<file path="src/hw/rtl/sar_pkg.sv">
`timescale 1ns / 1ps

package sar_pkg;

    // Grid geometry
    localparam int GRID_SIDE = 64;
    localparam int IDX_W     = $clog2(GRID_SIDE);
    // Sweep step runs 0 .. GRID_SIDE+2
    localparam int STEP_W    = $clog2(GRID_SIDE + 3);

    // Cell word: height never exceeds 7 during a sweep
    localparam int H_W    = 3;
    localparam int WORD_W = H_W + 1;
    localparam logic [H_W-1:0] TOPPLE_LIMIT = H_W'(4);

    // Toppling count
    localparam int COUNT_W = 24;
    localparam int SUM_W   = COUNT_W + 1;
    localparam logic [COUNT_W-1:0] COUNT_MAX = '1;

    // Per-row topple count tree
    localparam int GRP_SIZE  = 8;
    localparam int GRP_NUM   = (GRID_SIDE + GRP_SIZE - 1) / GRP_SIZE;
    localparam int GRP_W     = $clog2(GRP_SIZE + 1);
    localparam int ROW_CNT_W = $clog2(GRID_SIDE + 1);

    // Operation codes (the spare code reads as well)
    localparam logic [1:0] OP_LOAD     = 2'd0;
    localparam logic [1:0] OP_DROP     = 2'd1;
    localparam logic [1:0] OP_READ     = 2'd2;
    localparam logic [1:0] OP_READ_ALT = 2'd3;

    typedef struct packed {
        logic [1:0] op;
        logic [5:0] row;
        logic [5:0] col;
        logic [1:0] height_in;
        logic       dead_in;
    } sar_req_t;

    typedef struct packed {
        logic [COUNT_W-1:0] topple_count;
        logic [1:0]         height_out;
        logic               dead_out;
    } sar_rsp_t;

    typedef struct packed {
        logic           dead;
        logic [H_W-1:0] height;
    } sar_word_t;

    // Sequencer to column cells
    typedef struct packed {
        logic             clr;
        logic             rd_en;
        logic [IDX_W-1:0] rd_addr;
        logic [IDX_W-1:0] wr_addr;
        logic             ld_en;
        logic [IDX_W-1:0] ld_col;
        sar_word_t        ld_word;
        logic             sw_init;
        logic             sw_proc;
        logic             sw_rd_ok;
        logic             sw_wr;
    } sar_cell_ctl_t;

endpackage

</file>
<file path="src/hw/rtl/sar_ram.sv">
`timescale 1ns / 1ps

module sar_ram #(
    parameter int WIDTH = 4,
    parameter int DEPTH = 64
) (
    input  logic                     clk,
    input  logic                     wr_en,
    input  logic [$clog2(DEPTH)-1:0] wr_addr,
    input  logic [WIDTH-1:0]         wr_data,
    input  logic                     rd_en,
    input  logic [$clog2(DEPTH)-1:0] rd_addr,
    output logic [WIDTH-1:0]         rd_data
);

    logic [WIDTH-1:0] mem [DEPTH];
    logic [WIDTH-1:0] rd_data_reg;

    // One write port, one registered read port
    always_ff @(posedge clk)
    begin
        if (wr_en)
        begin
            mem[wr_addr] <= wr_data;
        end
        if (rd_en)
        begin
            rd_data_reg <= mem[rd_addr];
        end
    end

    assign rd_data = rd_data_reg;

endmodule

</file>
<file path="src/hw/rtl/sar_cell.sv">
`timescale 1ns / 1ps

// One grid column: column memory plus a two-row window used by the sweep
module sar_cell (
    input  logic                   clk,
    input  sar_pkg::sar_cell_ctl_t ctl,
    input  logic                   ld_sel,
    input  logic                   topple_left,
    input  logic                   topple_right,
    output logic                   topple,
    output sar_pkg::sar_word_t     rd_word
);

    import sar_pkg::*;

    sar_word_t cur_reg;
    sar_word_t cur_next;
    sar_word_t prev_reg;
    sar_word_t prev_next;
    sar_word_t settled;
    sar_word_t fed;
    sar_word_t wr_word;
    sar_word_t ram_rd;
    logic      wr_en;

    sar_ram #(
        .WIDTH (WORD_W),
        .DEPTH (GRID_SIDE)
    ) u_ram (
        .clk     (clk),
        .wr_en   (wr_en),
        .wr_addr (ctl.wr_addr),
        .wr_data (wr_word),
        .rd_en   (ctl.rd_en),
        .rd_addr (ctl.rd_addr),
        .rd_data (ram_rd)
    );

    assign rd_word = ram_rd;

    always_comb
    begin
        // Current row: topple decision and grains from the row neighbours
        topple  = ctl.sw_proc && !cur_reg.dead && (cur_reg.height >= TOPPLE_LIMIT);
        settled = cur_reg;
        if (!cur_reg.dead)
        begin
            settled.height = cur_reg.height - (topple ? TOPPLE_LIMIT : '0)
                           + H_W'(topple_left) + H_W'(topple_right);
        end

        // Next row arrives from memory and takes one grain downwards
        fed = ram_rd;
        if (!fed.dead)
        begin
            fed.height = fed.height + H_W'(topple);
        end

        // Row above takes one grain upwards, then goes back to memory
        wr_word = prev_reg;
        if (!prev_reg.dead)
        begin
            wr_word.height = prev_reg.height + H_W'(topple);
        end
        if (ctl.clr)
        begin
            wr_word = '0;
        end
        else if (ld_sel)
        begin
            wr_word = ctl.ld_word;
        end
        wr_en = ctl.clr || ld_sel || ctl.sw_wr;

        // Window shift
        cur_next  = cur_reg;
        prev_next = prev_reg;
        if (ctl.sw_init)
        begin
            cur_next = '0;
        end
        else if (ctl.sw_proc)
        begin
            prev_next = settled;
            cur_next  = ctl.sw_rd_ok ? fed : '0;
        end
    end

    always_ff @(posedge clk)
    begin
        cur_reg  <= cur_next;
        prev_reg <= prev_next;
    end

endmodule

</file>
<file path="config.mk">
export PLATFORM = sky130hd
export DESIGN_NAME = sar_cell
export DESIGN_NICKNAME = d
export VERILOG_FILES = /design/src/hw/rtl/sar_pkg.sv /design/src/hw/rtl/sar_ram.sv /design/src/hw/rtl/sar_cell.sv
export SDC_FILE = /design/constraint.sdc
export NUM_CORES = 1
export LEC_CHECK = 0
export BUFFER_PORTS_ARGS = -buffer_cell sky130_fd_sc_hd__buf_2
export CAP_MARGIN = 25
export CORE_MARGIN = 2
export CORE_UTILIZATION = 39
export DETAILED_ROUTE_END_ITERATION = 6
export SETUP_SLACK_MARGIN = 0.4
export SYNTH_ARGS = -nofsm -noshare
export SYNTH_HDL_FRONTEND = slang
export SYNTH_SLANG_ARGS = --single-unit
export TNS_END_PERCENT = 10
</file>
<file path="constraint.sdc">
create_clock -name clk -period 3.3 [get_ports clk]
set_clock_uncertainty 0.15 [all_clocks]
set_input_delay 0.165 -clock clk [delete_from_list [all_inputs] [get_ports clk]]
set_output_delay 0.165 -clock clk [all_outputs]
set_load 0.05 [all_outputs]
</file>
======== Word level (Yosys, flattened, before mapping) ========
Memory sizes are Yosys's and may differ from the RTL's. A register that Yosys moved wholly into a read port is not among the register bits.
Index checks and enable logic that the tools add are counted.
cells by class
  add/sub/neg operators ................... 5
  multiply operators ...................... 0
  divide/modulo/power cells ............... 0
  order comparisons ....................... 1
  equal/unequal tests ..................... 0
  shift-type cells ........................ 0
  multiplexer cells ....................... 9
  bitwise logic cells ..................... 1
  reductions and logical operators ........ 6
operators by type and width
  kind                  number
  $add A3 B1 Y3         4
  $mux W3               4
  $mux W4               3
  $ge A3 B3 Y1 const B  1
  $sub A3 B3 Y3         1
  $logic_and A1 B1 Y1   2
  $logic_or A1 B1 Y1    2
  $mux W1               2
  $reduce_and A2 Y1     1
  $logic_not A1 Y1      1
  $not A1 Y1            1
word-level totals
  register bits after elaboration ......... 8
  bits in latches ......................... 0
  memory bits (writable) .................. 256
  memory bits (read-only) ................. 0
  input port bits ......................... 33
  output and inout bits ................... 5
  logic and storage cells ................. 27
  memories ................................ 1
memory list
  memory     depth  bits a word  rd ports  clocked after Yosys merged registers in  wr ports  RTL line       text
  u_ram.mem  64     4            1         1                                        1         sar_ram.sv:16  logic [WIDTH-1:0] mem [DEPTH];

======== Depth between registers and ports, before layout ========
Gate-level depths: netlist (run 1).
  depth after elaboration ................. 8
  mapped depth ............................ 9
  gate-level depth less buffers ........... 9

======== Modules after synthesis ========
From an unflattened synthesis (run 1), not the netlist that was laid out.
unflattened totals
  cells, all modules ...................... 580
  area total of the unflattened synthesis .. 11,033.1 um^2
by module, submodules not included
  module    instances  cells each  area each (um^2)  sequential area each (um^2)
  sar_ram   1          521         10,447.5          7,807.5
  sar_cell  1          59          585.6             200.2

======== Worst setup path after synthesis (run 1) ========
Ideal clock, no wire load.
  path kind ............................... reg-to-reg
  start point ............................. reg cur_reg[3] (netlist name)
  end point ............................... mem u_ram.mem[0][2] (data pin)
  library setup time ...................... 0.499 ns
  arrival time ............................ 3.135 ns
  data required time ...................... 2.651 ns
  slack ................................... -0.484 ns
  stages on the path, launching flop included .. 10
  buffers on the path ..................... 0
  clock period less this slack ............ 3.784 ns
  cell sequence ........................... dfxtp_1 -> inv_1 -> and3_1 -> ha_1 -> ha_1 -> nor2b_1 -> xnor2_1 -> nor2_1 -> a21oi_1 -> nor2_1
on the way
  word-level cells in the longest chain between the ends .. 7
RTL lines
  element                            RTL line        text
  start, declared                    sar_cell.sv:16  sar_word_t cur_reg;
  start signal, assigned             sar_cell.sv:91  cur_reg <= cur_next;
  $logic_not A1 Y1                   --
  $logic_and A1 B1 Y1 (2 in series)  sar_cell.sv:44  topple = ctl.sw_proc && !cur_reg.dead && (cur_reg.height >= TOPPLE_LIMIT);
  net topple                         sar_cell.sv:10  output logic topple,
  $add A3 B1 Y3                      sar_cell.sv:63  wr_word.height = prev_reg.height + H_W'(topple);
  $mux W3                            sar_cell.sv:61  if (!prev_reg.dead)
  $mux W4                            sar_cell.sv:69  else if (ld_sel)
  $mux W4                            sar_cell.sv:65  if (ctl.clr)
  net u_ram.wr_data[2]               sar_ram.sv:10   input logic [WIDTH-1:0] wr_data,
  end, declared                      sar_ram.sv:16
The timed path passes the listed nets, and every way through them passes these cells.

======== Worst setup path in the final report (run 1) ========
  start point ............................. reg cur_reg[3] (netlist name)
  end point ............................... mem u_ram.mem[8][2] (data pin)
on the way
  word-level cells in the longest chain between the ends .. 7
RTL lines
  element                            RTL line
  $logic_not A1 Y1                   --
  $logic_and A1 B1 Y1 (2 in series)  sar_cell.sv:44
  $add A3 B1 Y3                      sar_cell.sv:63
  $mux W3                            sar_cell.sv:61
  $mux W4                            sar_cell.sv:69
  $mux W4                            sar_cell.sv:65
  net u_ram.wr_data[2]               sar_ram.sv:10
The timed path passes the listed nets, and every way through them passes these cells.

==> impl_results.rst, run 1 <==
.. list-table::
   :header-rows: 1

   * - Metric
     - Value
   * - Outcome
     - complete, no violations
   * - Cell-by-cell trace of the critical path
     - inv_1 -> and3_1 -> ha_1 -> ha_1 -> nor2b_1 -> xnor2_1 -> nor2_1 -> a21oi_1 -> nor2_4 -> buf_12
   * - Count of nets after finishing
     - 681
   * - Setup repair after global routing missed its margin
     - false
   * - Die W
     - 171 µm
   * - Clock buffer count from CTS
     - 27
   * - Nature of the critical path startpoint
     - flip-flop
   * - F_max
     - 408 MHz
   * - Layout cells sized above 1
     - 0.214
   * - Starting Density
     - 0.394
   * - Via count of the first global-routing pass
     - 5,765
   * - Placer's final routability congestion estimate
     - 0.789
   * - Worst R2R End
     - u_ram.mem[8][2]$_DFFE_PP_
   * - Critical path endpoint category
     - flip-flop
   * - Critical path's slowest cell
     - sky130_fd_sc_hd__dfxtp_1
   * - Count of buffers added by post-CTS timing repair for setup
     - 0
   * - Synth top area share
     - 0.728
   * - Number of flip-flops in the largest register
     - 256
   * - H-tree level count
     - 1
   * - Mapped Nets
     - 629
   * - Switching power of the nets
     - 1510 µW
   * - Detailed-route wire length
     - 23.4 mm
   * - Number of synthesized register bits
     - 268
   * - Clk_lat worst skew
     - 0.53 ns
   * - Cell chosen for the clock root
     - sky130_fd_sc_hd__clkbuf_16
   * - Clock transition at the register clock pins on the worst setup and hold paths after CTS
     - 0.06 ns
   * - 1st-iter DRT viols
     - 575
   * - Count of max-cap constraint violations
     - 0
   * - Final number of max-transition violations
     - 0
   * - Core box area
     - 27,600 µm²
   * - Mean cell area of the mapped netlist
     - 18.5 µm²
   * - Share of the yosys chip area belonging to registers
     - 0.735
   * - CTS sink cnt
     - 268
   * - Global-route usage over all layers
     - 0.163
   * - Average wire per cell in the routed design
     - 22.5 µm
   * - Register cell area after layout
     - 8010 µm²
   * - Buffers on Ports
     - 30
   * - Peak supply drop
     - 0.000317 V
   * - Leakage power
     - 0.00395 µW
   * - Final-layout worst hold slack
     - 0.0797 ns
   * - Clock tree from TritonCTS
     - done
   * - Classification of the worst-slack hold path
     - in -> reg
   * - Vert. Die Dim
     - 171 µm
   * - Endpoint, Worst Hold
     - u_ram.mem[37][0]$_DFFE_PP_
   * - Register bank with the most flops
     - u_ram.mem
   * - Worst EP required
     - 3.39 ns
   * - Worst Tran Pin Value
     - 0.648 ns
   * - Worst Path Max Fanout
     - 64
   * - Number of library cell types mapped by synthesis
     - 42
   * - N_diodes
     - 0
   * - Crit path largest cell delay
     - 0.40 ns
   * - Tmin final
     - 2.45 ns
   * - Register share of total power
     - 0.541
   * - Comb power frac
     - 0.064
   * - WS Path Type
     - reg -> reg
   * - Area of the multi-input gates
     - 2730 µm²
   * - Hold Path Origin
     - ctl[28]
   * - Startpoint of the worst-slack reg-to-reg timing path
     - cur_reg[3]$_SDFFE_PP0P_
   * - Total power density per cell area
     - 566 nW/µm²
   * - Setup TNS Final
     - 0 ns
   * - Minimum setup slack among reg-to-reg paths
     - 0.85 ns
   * - Num ports
     - 38
   * - HPWL reported at the end of detailed placement
     - 15.1 mm
   * - Internal power
     - 5520 µW
   * - Synth warn
     - 0
   * - Hold Vio Cnt, Final
     - 0
   * - Synthesized cell area
     - 10,900 µm²
   * - Most frequent cell on the critical path
     - sky130_fd_sc_hd__ha_1
   * - Cell taking the most area after synthesis
     - sky130_fd_sc_hd__edfxtp_1
   * - Number of inserted filler cells in the final layout
     - 2,408
   * - R2R depth
     - 10
   * - Post-Syn Instances
     - 590
   * - Die Outline Area
     - 29,300 µm²
   * - Longest Clk Path Bufs
     - 3
   * - Maximum number of pins on one net before global-route repair
     - 65
   * - Finish-stage setup viols
     - 0
   * - Number of vias per cell after detailed routing
     - 5.43
   * - Proportion of power drawn by the clock network
     - 0.395
   * - Grt ovf
     - 0
   * - First drt pass iteration count
     - 5
   * - Arrival time at the worst endpoint
     - 2.54 ns
   * - First-pass GRT wire length
     - 35.1 mm
   * - Instance count along the most critical hold path
     - 2
   * - Cell types with the largest area share after synthesis
     - sky130_fd_sc_hd__edfxtp_1 (73%), sky130_fd_sc_hd__mux4_2 (9.5%), sky130_fd_sc_hd__nor2_1 (2.8%)
   * - Num rows
     - 61
   * - Number of vias after detailed routing
     - 5,633
   * - Antenna violation net count after detailed routing
     - 0
   * - Area growth from synthesis to final layout
     - 14.0%
   * - Number of antenna violations at the first check in global routing
     - 0
   * - Max-slew headroom
     - 0.567
   * - Period Utilization, post-route
     - 0.743
   * - Switching power as a share of total power
     - 0.214
   * - DR DRC count
     - 0
worst max-delay path, delay by kind of cell (launching register included):
family / cells / cell delay, ns
AO/OA/AOI/OAI: 1 / 0.26
XOR/XNOR: 1 / 0.16
adder cells (fa/ha/maj): 2 / 0.35
buffers and inverters: 2 / 0.32
flip-flops: 1 / 0.40
AND/OR/NAND/NOR: 4 / 0.48
power by group through the flow:
| stage | Combinational, µW | Clock [µW] | Sequential, µW |
|---|---|---|---|
| final | 448 | 2780 | 3800 |
| after global routing | 483 | 2970 | 3800 |
| after CTS | 454 | 2840 | 3800 |
| after detailed placement | 442 | 0 | 3880 |
| after global placement | 431 | 0 | 3870 |
| after floorplan | 266 | 0 | 3890 |
cell type report:
cell class / instances / area share
tap: 378 / 0.0381
clock inverter: 13 / 0.00695
timing repair buffer: 53 / 0.0323
sequential: 268 / 0.645
multi-input combinational: 287 / 0.220
inverter: 5 / 0.00151
clock buffer: 34 / 0.0565
metrics by stage:
| stage | total power [µW] | setup slack, ns | std cells | utilization | instance area (µm²) |
|---|---|---|---|---|---|
| final | 7030 | 0.848 | 1038 | 0.449 | 12400 |
| after CTS | 7100 | 0.854 | 1038 | 0.449 | 12400 |
| after detailed placement | 4320 | 0.631 | 981 | 0.417 | 11500 |
| after global routing | 7260 | 0.724 | 1038 | 0.449 | 12400 |
| after global placement | 4310 | 0.659 | 981 | 0.417 | 11500 |
| after floorplan | 4150 | 0.298 | 590 | - | 10900 |
what timing repair did:
action / CTS / global route
gates resized for setup: 0 / 0
hold buffers: 10 / 0
hold endpoints to repair: 14 / 0
Yosys cell counts:
master / count
sky130_fd_sc_hd__buf_4: 3
sky130_fd_sc_hd__fa_1: 1
sky130_fd_sc_hd__nor2b_1: 9
sky130_fd_sc_hd__a21oi_1: 10
sky130_fd_sc_hd__buf_1: 1
sky130_fd_sc_hd__a211oi_1: 10
sky130_fd_sc_hd__o211ai_1: 2
sky130_fd_sc_hd__o2111ai_1: 1
sky130_fd_sc_hd__mux4_2: 46
sky130_fd_sc_hd__mux2i_1: 15
sky130_fd_sc_hd__xor2_1: 1
sky130_fd_sc_hd__ha_1: 5
sky130_fd_sc_hd__nand2_1: 19
sky130_fd_sc_hd__nand4_1: 1
sky130_fd_sc_hd__mux4_1: 10
sky130_fd_sc_hd__nor3_1: 6
sky130_fd_sc_hd__clkinv_1: 1
sky130_fd_sc_hd__and3_1: 1
sky130_fd_sc_hd__a21o_1: 4
sky130_fd_sc_hd__a31oi_1: 3
sky130_fd_sc_hd__o22ai_1: 7
sky130_fd_sc_hd__dfxtp_1: 4
sky130_fd_sc_hd__clkbuf_1: 13
sky130_fd_sc_hd__buf_12: 1
sky130_fd_sc_hd__nor2_1: 80
sky130_fd_sc_hd__o221ai_1: 6
sky130_fd_sc_hd__inv_1: 4
sky130_fd_sc_hd__nand3_1: 11
sky130_fd_sc_hd__o21ai_0: 3
sky130_fd_sc_hd__xnor2_1: 2
sky130_fd_sc_hd__a2111oi_0: 1
sky130_fd_sc_hd__buf_2: 10
sky130_fd_sc_hd__buf_6: 2
sky130_fd_sc_hd__a221oi_1: 3
sky130_fd_sc_hd__or3_1: 1
sky130_fd_sc_hd__nand3b_1: 3
sky130_fd_sc_hd__mux2_2: 14
sky130_fd_sc_hd__or3b_2: 1
sky130_fd_sc_hd__nand2b_1: 3
sky130_fd_sc_hd__a22oi_1: 4
sky130_fd_sc_hd__edfxtp_1: 264
sky130_fd_sc_hd__and2_1: 4
layer usage:
metal,global-route usage,share of wire
met5,0,0
met3,0.0285,0.065
met4,0.0479,0.022
met1,0.216,0.41
met2,0.275,0.50
cell families (layout without fill, tap and decap cells):
kind of cell    Yosys count  after routing  synth area share
xor+xnor                  3              3           0.00241
compound gates           54             54            0.0344
fa+ha+maj                 6              6           0.00758
simple gates            139            139            0.0557
buf+inv                  35            105            0.0171
mux                      85             85             0.148
flops                   268            268             0.735
layout by cell type, fill, tap and decap left out, types with 5 or more instances in the layout:
cell / count
sky130_fd_sc_hd__clkbuf_1: 7
sky130_fd_sc_hd__edfxtp_1: 264
sky130_fd_sc_hd__mux2_2: 14
sky130_fd_sc_hd__nor2_1: 76
sky130_fd_sc_hd__buf_2: 29
sky130_fd_sc_hd__nand3_1: 11
sky130_fd_sc_hd__mux2i_1: 15
sky130_fd_sc_hd__dlygate4sd3_1: 10
sky130_fd_sc_hd__nand2_1: 19
sky130_fd_sc_hd__buf_4: 10
sky130_fd_sc_hd__clkbuf_16: 27
sky130_fd_sc_hd__ha_1: 5
sky130_fd_sc_hd__a211oi_1: 10
sky130_fd_sc_hd__clkinv_1: 8
sky130_fd_sc_hd__nor3_1: 6
sky130_fd_sc_hd__a21oi_1: 10
sky130_fd_sc_hd__mux4_2: 46
sky130_fd_sc_hd__o22ai_1: 7
sky130_fd_sc_hd__nor2b_1: 9
sky130_fd_sc_hd__o221ai_1: 6
sky130_fd_sc_hd__mux4_1: 10
how the worst max path moves through the flow:
| stage | startpoint | end | slack, ns | cells after the start |
|---|---|---|---|---|
| 3_5_place_dp | ctl[21] | u_ram.rd_data[2]$_DFFE_PP_ | 0.63 | 7 |
| 4_1_cts | cur_reg[3]$_SDFFE_PP0P_ | u_ram.mem[44][2]$_DFFE_PP_ | 0.85 | 10 |
| 6_report | cur_reg[3]$_SDFFE_PP0P_ | u_ram.mem[8][2]$_DFFE_PP_ | 0.85 | 10 |
| 2_1_floorplan | cur_reg[3]$_SDFFE_PP0P_ | u_ram.mem[0][1]$_DFFE_PP_ | 0.30 | 8 |
| 3_3_place_gp | ctl[21] | u_ram.rd_data[2]$_DFFE_PP_ | 0.66 | 7 |
| 5_1_grt | cur_reg[3]$_SDFFE_PP0P_ | u_ram.mem[25][1]$_DFFE_PP_ | 0.72 | 9 |
No activity file was read; power rests on OpenSTA's default activity.
==> inputs of run 2 (changes only) <==
- ABC_AREA: not set -> 1
- clock period: 3.3 -> 2.5 ns (I/O delays scaled with it)
==> impl_results.rst, run 2 <==
.. list-table::
   :header-rows: 1

   * - Metric
     - Value
   * - Number of antenna violations at the first check in global routing
     - 0 (unchanged)
   * - Maximum number of pins on one net before global-route repair
     - 129 (was 65)
   * - Buffers on Ports
     - 30 (unchanged)
   * - Antenna violation net count after detailed routing
     - 0 (unchanged)
   * - Most common library cell in the layout ignoring fill and taps
     - sky130_fd_sc_hd__nand2_1 (was sky130_fd_sc_hd__edfxtp_1)
   * - Cell chosen for the clock root
     - sky130_fd_sc_hd__clkbuf_16 (unchanged)
   * - Grt ovf
     - 0 (unchanged)
   * - Via count of the first global-routing pass
     - 7,391 (was 5,765)
   * - Number of synthesized register bits
     - 268 (unchanged)
   * - Longest Clk Path Bufs
     - 3 (unchanged)
   * - Nature of the critical path startpoint
     - flip-flop (unchanged)
   * - Count of nets after finishing
     - 1,103 (was 681)
   * - Design Power
     - 9360 µW (was 7030 µW)
   * - Clock transition at the register clock pins on the worst setup and hold paths after CTS
     - 0.06 ns (about the same)
   * - Classification of the worst-slack hold path
     - in -> reg (unchanged)
   * - First-pass GRT wire length
     - 42.1 mm (was 35.1 mm)
   * - Synth top area share
     - 0.694 (was 0.728)
   * - Synthesized cell area
     - 11,400 µm² (was 10,900 µm²)
   * - Starting Density
     - 0.397 (was 0.394)
   * - DR DRC count
     - 0 (unchanged)
   * - 1st-iter DRT viols
     - 779 (was 575)
   * - Register bank with the most flops
     - u_ram.mem (unchanged)
   * - Final number of max-transition violations
     - 0 (unchanged)
   * - Post-place setup slack
     - 0.319 ns (was 0.631 ns)
   * - Critical path endpoint category
     - flip-flop (unchanged)
   * - Share of the yosys chip area belonging to registers
     - 0.701 (was 0.735)
   * - Arrival time at the worst endpoint
     - 2.17 ns (was 2.54 ns)
   * - Area growth from synthesis to final layout
     - 13.7% (was 14.0%)
   * - Cell types with the largest area share after synthesis
     - sky130_fd_sc_hd__edfxtp_1 (69%), sky130_fd_sc_hd__nand2_1 (11%), sky130_fd_sc_hd__nand3_1 (9.9%) (was sky130_fd_sc_hd__edfxtp_1 (73%), sky130_fd_sc_hd__mux4_2 (9.5%), sky130_fd_sc_hd__nor2_1 (2.8%))
   * - Average wire per cell in the routed design
     - 18.5 µm (was 22.5 µm)
   * - Mapped Nets
     - 1,054 (was 629)
   * - Count of max-cap constraint violations
     - 0 (unchanged)
   * - Detailed-route wire length
     - 27.2 mm (was 23.4 mm)
   * - WS Path Type
     - reg -> reg (unchanged)
   * - Clock buffer count from CTS
     - 27 (unchanged)
   * - Final-layout worst hold slack
     - 0.0446 ns (was 0.0797 ns)
   * - Cell taking the most area after synthesis
     - sky130_fd_sc_hd__edfxtp_1 (unchanged)
   * - F_max
     - 483 MHz (was 408 MHz)
   * - Number of library cell types mapped by synthesis
     - 22 (was 42)
   * - Layout cells sized above 1
     - 0.0969 (was 0.214)
   * - Mean cell area of the mapped netlist
     - 11.3 µm² (was 18.5 µm²)
   * - Max-slew headroom
     - 0.588 (was 0.567)
   * - Tmin final
     - 2.07 ns (was 2.45 ns)
   * - HPWL reported at the end of detailed placement
     - 15.7 mm (was 15.1 mm)
   * - Most common flop cell mapped by yosys
     - sky130_fd_sc_hd__edfxtp_1 (unchanged)
   * - Global-route usage over all layers
     - 0.178 (was 0.163)
   * - Vert. Die Dim
     - 175 µm (was 171 µm)
   * - Top library cells by usage in the layout, fill and taps aside
     - sky130_fd_sc_hd__nand2_1 (339), sky130_fd_sc_hd__edfxtp_1 (264), sky130_fd_sc_hd__nand3_1 (225) (was sky130_fd_sc_hd__edfxtp_1 (264), sky130_fd_sc_hd__nor2_1 (76), sky130_fd_sc_hd__mux4_2 (46))
   * - Peak supply drop
     - 0.000409 V (was 0.000317 V)
   * - Placement Cell Area
     - 12,000 µm² (was 11,500 µm²)
   * - Num rows
     - 62 (was 61)
   * - Worst Path Max Fanout
     - 32 (was 64)
   * - Post-Syn Instances
     - 1,015 (was 590)
   * - Leakage power
     - 0.00475 µW (was 0.00395 µW)
   * - Ranking of synthesized cells by instance count
     - sky130_fd_sc_hd__nand2_1 (339), sky130_fd_sc_hd__edfxtp_1 (264), sky130_fd_sc_hd__nand3_1 (225) (was sky130_fd_sc_hd__edfxtp_1 (264), sky130_fd_sc_hd__nor2_1 (80), sky130_fd_sc_hd__mux4_2 (46))
   * - Number of vias per cell after detailed routing
     - 5.14 (was 5.43)
   * - Highest signal layer in the routed design
     - met4 (unchanged)
   * - Period Utilization, post-route
     - 0.828 (was 0.743)
   * - First drt pass iteration count
     - 5 (unchanged)
   * - Worst Tran Pin Value
     - 0.616 ns (was 0.648 ns)
   * - Finish-stage setup viols
     - 0 (unchanged)
   * - Number of flip-flops in the largest register
     - 256 (unchanged)
   * - Final critical-path setup slack
     - 0.430 ns (was 0.848 ns)
   * - Die Outline Area
     - 30,700 µm² (was 29,300 µm²)
   * - Wire length on met2
     - 12.7 mm (was 11.7 mm)
   * - Outcome
     - complete, no violations (unchanged)
   * - Clock tree from TritonCTS
     - done (unchanged)
   * - Number of vias after detailed routing
     - 7,540 (was 5,633)
   * - Hold Vio Cnt, Final
     - 0 (unchanged)
   * - CTS sink cnt
     - 268 (unchanged)
   * - Number of inserted filler cells in the final layout
     - 2,667 (was 2,408)
   * - Setup repair after global routing missed its margin
     - true (was false)
   * - Most common cell in the synthesized netlist
     - sky130_fd_sc_hd__nand2_1 (was sky130_fd_sc_hd__edfxtp_1)
   * - H-tree level count
     - 1 (unchanged)
   * - Placer's final routability congestion estimate
     - 0.786 (was 0.789)
   * - M1 WL
     - 12.1 mm (was 9.68 mm)
   * - Num ports
     - 38 (unchanged)
   * - Final instance area
     - 13,000 µm² (was 12,400 µm²)
   * - Die W
     - 175 µm (was 171 µm)
   * - Worst EP required
     - 2.60 ns (was 3.39 ns)
   * - Share of async-settable or async-resettable flops after synthesis
     - 0 (unchanged)
   * - Core box area
     - 28,800 µm² (was 27,600 µm²)
   * - Clk_lat worst skew
     - 0.53 ns (about the same)
   * - Synth warn
     - 0 (unchanged)
   * - DR WL met3
     - 1.83 mm (was 1.52 mm)
   * - Total power density per cell area
     - 720 nW/µm² (was 566 nW/µm²)
   * - N_diodes
     - 0 (unchanged)
   * - Number of flops mapped to enable cells by yosys
     - 264 (unchanged)
run 2: cell count changes in the layout (fill, tap and decap cells not counted), sizes merged, moves of 6 or more:
cell	before	now
inv	4	20
nand2	19	339
buf	43	61
nand3	11	225
o221ai	6	0
a211oi	10	2
clkinv	11	17
mux2i	15	2
mux2	14	0
mux4	56	0
nor2b	9	0
nand4	1	8
o22ai	7	0
run 2: where the power goes:
part	internal [µW]	total (µW)	switching, µW	leakage, µW
combinational	228	760	532	0.00192
sequential	5010	5030	20.6	0.00246
clock	1970	3580	1610	0.000379
total	7200	9360	2160	0.00475
run 2: final cells by class:
class / instances / area [µm²] / area share
sequential: 268 / 8010 / 0.616
multi-input combinational: 674 / 3000 / 0.231
clock buffer: 33 / 698 / 0.0537
timing repair buffer: 72 / 659 / 0.0507
tap: 384 / 480 / 0.0370
inverter: 21 / 80.1 / 0.00616
clock inverter: 16 / 67.6 / 0.00520
run 2: kinds of logic (layout without fill, tap and decap cells):
kind of cell / Yosys count / count (layout) / synth area share
AND/OR/NAND/NOR: 650 / 650 / 0.240
multiplexers: 2 / 2 / 0.00175
XOR/XNOR: 2 / 2 / 0.00153
flip-flops: 268 / 268 / 0.701
adder cells (fa/ha/maj): 6 / 6 / 0.00723
buffers and inverters: 73 / 142 / 0.0423
AO/OA/AOI/OAI: 14 / 14 / 0.00657
run 2: what timing repair did:
item | 4_1_cts | 5_1_grt
gates resized for setup | 4 | 2
hold buffers | 10 | 0
setup buffers | 2 | 3
cloned | 1 | 2
hold endpoints to repair | 18 | 0
pin swaps | 2 | 1
setup endpoints to repair | 128 | 128
run 2: path summary, 6_finish.rpt:
kind / slack [ns] / to / cells past startpoint / start
hold / removal: 0.04 / u_ram.rd_data[2]$_DFFE_PP_ / 4 / ctl[25]
setup reg to reg: 0.43 / u_ram.mem[28][1]$_DFFE_PP_ / 8 / cur_reg[2]$_SDFFE_PP0P_
setup / recovery: 0.43 / u_ram.mem[28][1]$_DFFE_PP_ / 8 / cur_reg[2]$_SDFFE_PP0P_
hold reg to reg: 0.31 / cur_reg[2]$_SDFFE_PP0P_ / 2 / cur_reg[2]$_SDFFE_PP0P_
run 2: per-stage QoR:
stage / util / TNS [ns] / std cells
after global routing: 0.452 / 0 / 1468
after global placement: 0.417 / 0 / 1401
after CTS: 0.449 / 0 / 1463
after floorplan: - / -59.24 / 1015
final: 0.452 / 0 / 1468
after detailed placement: 0.417 / 0 / 1401
run 2: routing by layer:
layer,GRT usage,vias to the layer above
met5,0,-
met2,0.279,238
li1,-,3637
met4,0.0462,0
met3,0.0218,37
met1,0.264,3628
run 2: critical path, cell delays in order (launching register included):
cell,delay (ns)
sky130_fd_sc_hd__dfxtp_1,0.32
sky130_fd_sc_hd__inv_1,0.07
sky130_fd_sc_hd__nor3_4,0.19
sky130_fd_sc_hd__ha_1,0.17
sky130_fd_sc_hd__ha_1,0.25
sky130_fd_sc_hd__mux2i_4,0.19
sky130_fd_sc_hd__a211oi_4,0.09
sky130_fd_sc_hd__buf_4,0.18
sky130_fd_sc_hd__buf_16,0.18
==> inputs of run 3 (changes only) <==
- clock period: 2.5 -> 1.9 ns (I/O delays scaled with it)
==> impl_results.rst, run 3 (same netlist as run 2, synthesis figures left out) <==
.. list-table::
   :header-rows: 1

   * - Metric
     - Value
   * - Via count of the first global-routing pass
     - 7,372 (was 7,391)
   * - Number of flip-flops in the largest register
     - 256 (unchanged)
   * - Die Outline Area
     - 30,700 µm² (unchanged)
   * - Detailed-route wire length
     - 27.7 mm (was 27.2 mm)
   * - Placer's final routability congestion estimate
     - 0.824 (was 0.786)
   * - Design Power
     - 12,900 µW (was 9360 µW)
   * - Number of inserted filler cells in the final layout
     - 2,583 (was 2,667)
   * - Violations in the final reports
     - hold timing, setup timing
   * - DR DRC count
     - 0 (unchanged)
   * - Buffers on Ports
     - 30 (unchanged)
   * - H-tree level count
     - 1 (unchanged)
   * - Worst Path Max Fanout
     - 18 (was 32)
   * - Most common library cell in the layout ignoring fill and taps
     - sky130_fd_sc_hd__nand2_1 (unchanged)
   * - Vert. Die Dim
     - 175 µm (unchanged)
   * - Area growth from synthesis to final layout
     - 18.3% (was 13.7%)
   * - Count of nets after finishing
     - 1,123 (was 1,103)
   * - Arrival time at the worst endpoint
     - 2.11 ns (was 2.17 ns)
   * - Die W
     - 175 µm (unchanged)
   * - Clock buffer count from CTS
     - 28 (was 27)
   * - Hold Vio Cnt, Final
     - 1 (was 0)
   * - Global-route usage over all layers
     - 0.178 (about the same)
   * - HPWL reported at the end of detailed placement
     - 17.0 mm (was 15.7 mm)
   * - Cell chosen for the clock root
     - sky130_fd_sc_hd__clkbuf_16 (unchanged)
   * - Top library cells by usage in the layout, fill and taps aside
     - sky130_fd_sc_hd__nand2_1 (334), sky130_fd_sc_hd__edfxtp_1 (264), sky130_fd_sc_hd__nand3_1 (202) (was sky130_fd_sc_hd__nand2_1 (339), sky130_fd_sc_hd__edfxtp_1 (264), sky130_fd_sc_hd__nand3_1 (225))
   * - Launching element of the worst setup path
     - cur_reg[2]$_SDFFE_PP0P_ (unchanged)
   * - Classification of the worst-slack hold path
     - in -> reg (unchanged)
   * - Number of antenna violations at the first check in global routing
     - 2 (was 0)
   * - CTS sink cnt
     - 268 (unchanged)
   * - Clk_lat worst skew
     - 0.55 ns (was 0.53 ns)
   * - Register cell area after layout
     - 8010 µm² (about the same)
   * - First drt pass iteration count
     - 5 (unchanged)
   * - Final cell count without fillers
     - 1,488 (was 1,468)
   * - Register bank with the most flops
     - u_ram.mem (unchanged)
   * - 1st-iter DRT viols
     - 808 (was 779)
   * - Leakage power
     - 0.00497 µW (was 0.00475 µW)
   * - Finish-stage setup viols
     - 72 (was 0)
   * - Critical path's slowest cell
     - sky130_fd_sc_hd__dfxtp_2 (was sky130_fd_sc_hd__dfxtp_1)
   * - WS Path Type
     - reg -> reg (unchanged)
   * - Crit path largest cell delay
     - 0.33 ns (was 0.32 ns)
   * - Count of max-cap constraint violations
     - 0 (unchanged)
   * - Outcome
     - finished with violations (was complete, no violations)
   * - Cell-by-cell trace of the critical path
     - inv_2 -> nor3_4 -> ha_2 -> ha_4 -> inv_2 -> o21ai_2 -> nand2_1 -> o21ai_2 -> inv_2 -> buf_12 -> buf_12 (was inv_1 -> nor3_4 -> ha_1 -> ha_1 -> mux2i_4 -> a211oi_4 -> buf_4 -> buf_16)
   * - Clock tree from TritonCTS
     - done (unchanged)
   * - Tmin final
     - 1.97 ns (was 2.07 ns)
   * - Setup repair after global routing missed its margin
     - true (unchanged)
   * - Critical path endpoint category
     - flip-flop (unchanged)
   * - Num ports
     - 38 (unchanged)
   * - Grt ovf
     - 0 (unchanged)
   * - First-pass GRT wire length
     - 41.9 mm (was 42.1 mm)
   * - Hold Path Origin
     - topple_left (was ctl[25])
   * - Num rows
     - 62 (unchanged)
   * - Total power density per cell area
     - 952 nW/µm² (was 720 nW/µm²)
   * - Longest Clk Path Bufs
     - 3 (unchanged)
   * - DP Cell Count
     - 1,423 (was 1,401)
   * - Final-layout worst hold slack
     - -0.0563 ns (was 0.0446 ns)
   * - Most frequent cell on the critical path
     - sky130_fd_sc_hd__inv_2 (was sky130_fd_sc_hd__ha_1)
   * - Layout cells sized above 1
     - 0.158 (was 0.0969)
   * - Peak supply drop
     - 0.000757 V (was 0.000409 V)
   * - Maximum number of pins on one net before global-route repair
     - 65 (was 129)
   * - Nature of the critical path startpoint
     - flip-flop (unchanged)
   * - Number of vias per cell after detailed routing
     - 5.16 (was 5.14)
   * - Antenna violation net count after detailed routing
     - 0 (unchanged)
   * - Average wire per cell in the routed design
     - 18.6 µm (was 18.5 µm)
   * - Max-slew headroom
     - 0.624 (was 0.588)
   * - Worst EP required
     - 2.04 ns (was 2.60 ns)
   * - Number of vias after detailed routing
     - 7,685 (was 7,540)
   * - Core box area
     - 28,800 µm² (unchanged)
   * - F_max
     - 507 MHz (was 483 MHz)
   * - Final number of max-transition violations
     - 0 (unchanged)
   * - Final critical-path setup slack
     - -0.0721 ns (was 0.430 ns)
   * - Period Utilization, post-route
     - 1.04 (was 0.828)
   * - Starting Density
     - 0.397 (unchanged)
   * - Clock transition at the register clock pins on the worst setup and hold paths after CTS
     - 0.06 ns (about the same)
   * - Startpoint of the worst-slack reg-to-reg timing path
     - cur_reg[2]$_SDFFE_PP0P_ (unchanged)
   * - Minimum setup slack among reg-to-reg paths
     - -0.07 ns (was 0.43 ns)
   * - Worst Tran Pin Value
     - 0.564 ns (was 0.616 ns)
   * - Area of the multi-input gates
     - 3170 µm² (was 3000 µm²)
## run 3: cell types whose count changed in the layout (fill, tap and decap cells not counted), moves of 5 or more
cell,delta
sky130_fd_sc_hd__nand3_1,-23
sky130_fd_sc_hd__nand2_2,+5
sky130_fd_sc_hd__buf_12,+7
sky130_fd_sc_hd__buf_4,+15
sky130_fd_sc_hd__clkinv_1,-7
sky130_fd_sc_hd__nand3_2,+23
sky130_fd_sc_hd__nand2_1,-5
## run 3: cell type report
type | count | share of cell area
Antenna cell | 1 | 0.000185
Clock buffer | 38 | 0.0568
Tap cell | 384 | 0.0355
Sequential cell | 268 | 0.592
Timing Repair Buffer | 91 | 0.0679
Multi-Input combinational cell | 674 | 0.235
Clock inverter | 11 | 0.00666
Inverter | 21 | 0.00592
## run 3: path summary, 6_finish.rpt
kind                               end  cells after the start
min reg2reg    cur_reg[2]$_SDFFE_PP0P_                      2
min              prev_reg[0]$_DFFE_PP_                      4
max          u_ram.mem[2][2]$_DFFE_PP_                     11
max reg2reg  u_ram.mem[2][2]$_DFFE_PP_                     11
## run 3: what timing repair did
action | 4_1_cts | 5_1_grt
gates resized for setup | 12 | 40
hold buffers | 6 | 1
cloned | 1 | 2
pin swaps | 6 | 11
setup buffers | 5 | 0
endpoints found under the setup margin | 199 | 268
endpoints found under the hold margin | 18 | 1
## run 3: routing by layer
layer  up-vias  share of wire  routed length (µm)  GRT usage
met5         -        0.00047                  13          0
met3        59          0.055                1530     0.0263
met2       228           0.45               12500      0.276
li1       3687              -                   -          -
met1      3709           0.47               12900      0.253
met4         2          0.027                 752     0.0701
## run 3: critical path: cells and delay by family, from the launching register on
kind	cells	cell delay (ns)
flip-flops	1	0.33
AO/OA/AOI/OAI	2	0.21
buffers and inverters	5	0.46
adder cells (fa/ha/maj)	2	0.34
AND/OR/NAND/NOR	2	0.21
## run 3: power breakdown
| part | internal [µW] | leakage [µW] | switching [µW] |
|---|---|---|---|
| sequential | 6590 | 0.00246 | 27.5 |
| clock | 2950 | 0.000420 | 2220 |
| combinational | 365 | 0.00210 | 721 |
| total | 9900 | 0.00497 | 2970 |
## run 3: metrics by stage
| step | utilization | area, µm² | hold slack, ns | worst slack [ns] | setup TNS (ns) |
|---|---|---|---|---|---|
| 2_1_floorplan | - | 11500 | 0.0141 | -1.04 | -189.03 |
| 3_3_place_gp | 0.426 | 12300 | 0.180 | -0.129 | -12.25 |
| 3_5_place_dp | 0.426 | 12300 | 0.182 | -0.129 | -13.19 |
| 4_1_cts | 0.461 | 13300 | -0.119 | -0.0438 | -2.97 |
| 5_1_grt | 0.470 | 13500 | -0.0401 | -0.172 | -13.08 |
| 6_report | 0.470 | 13500 | -0.0563 | -0.0721 | -3.65 |
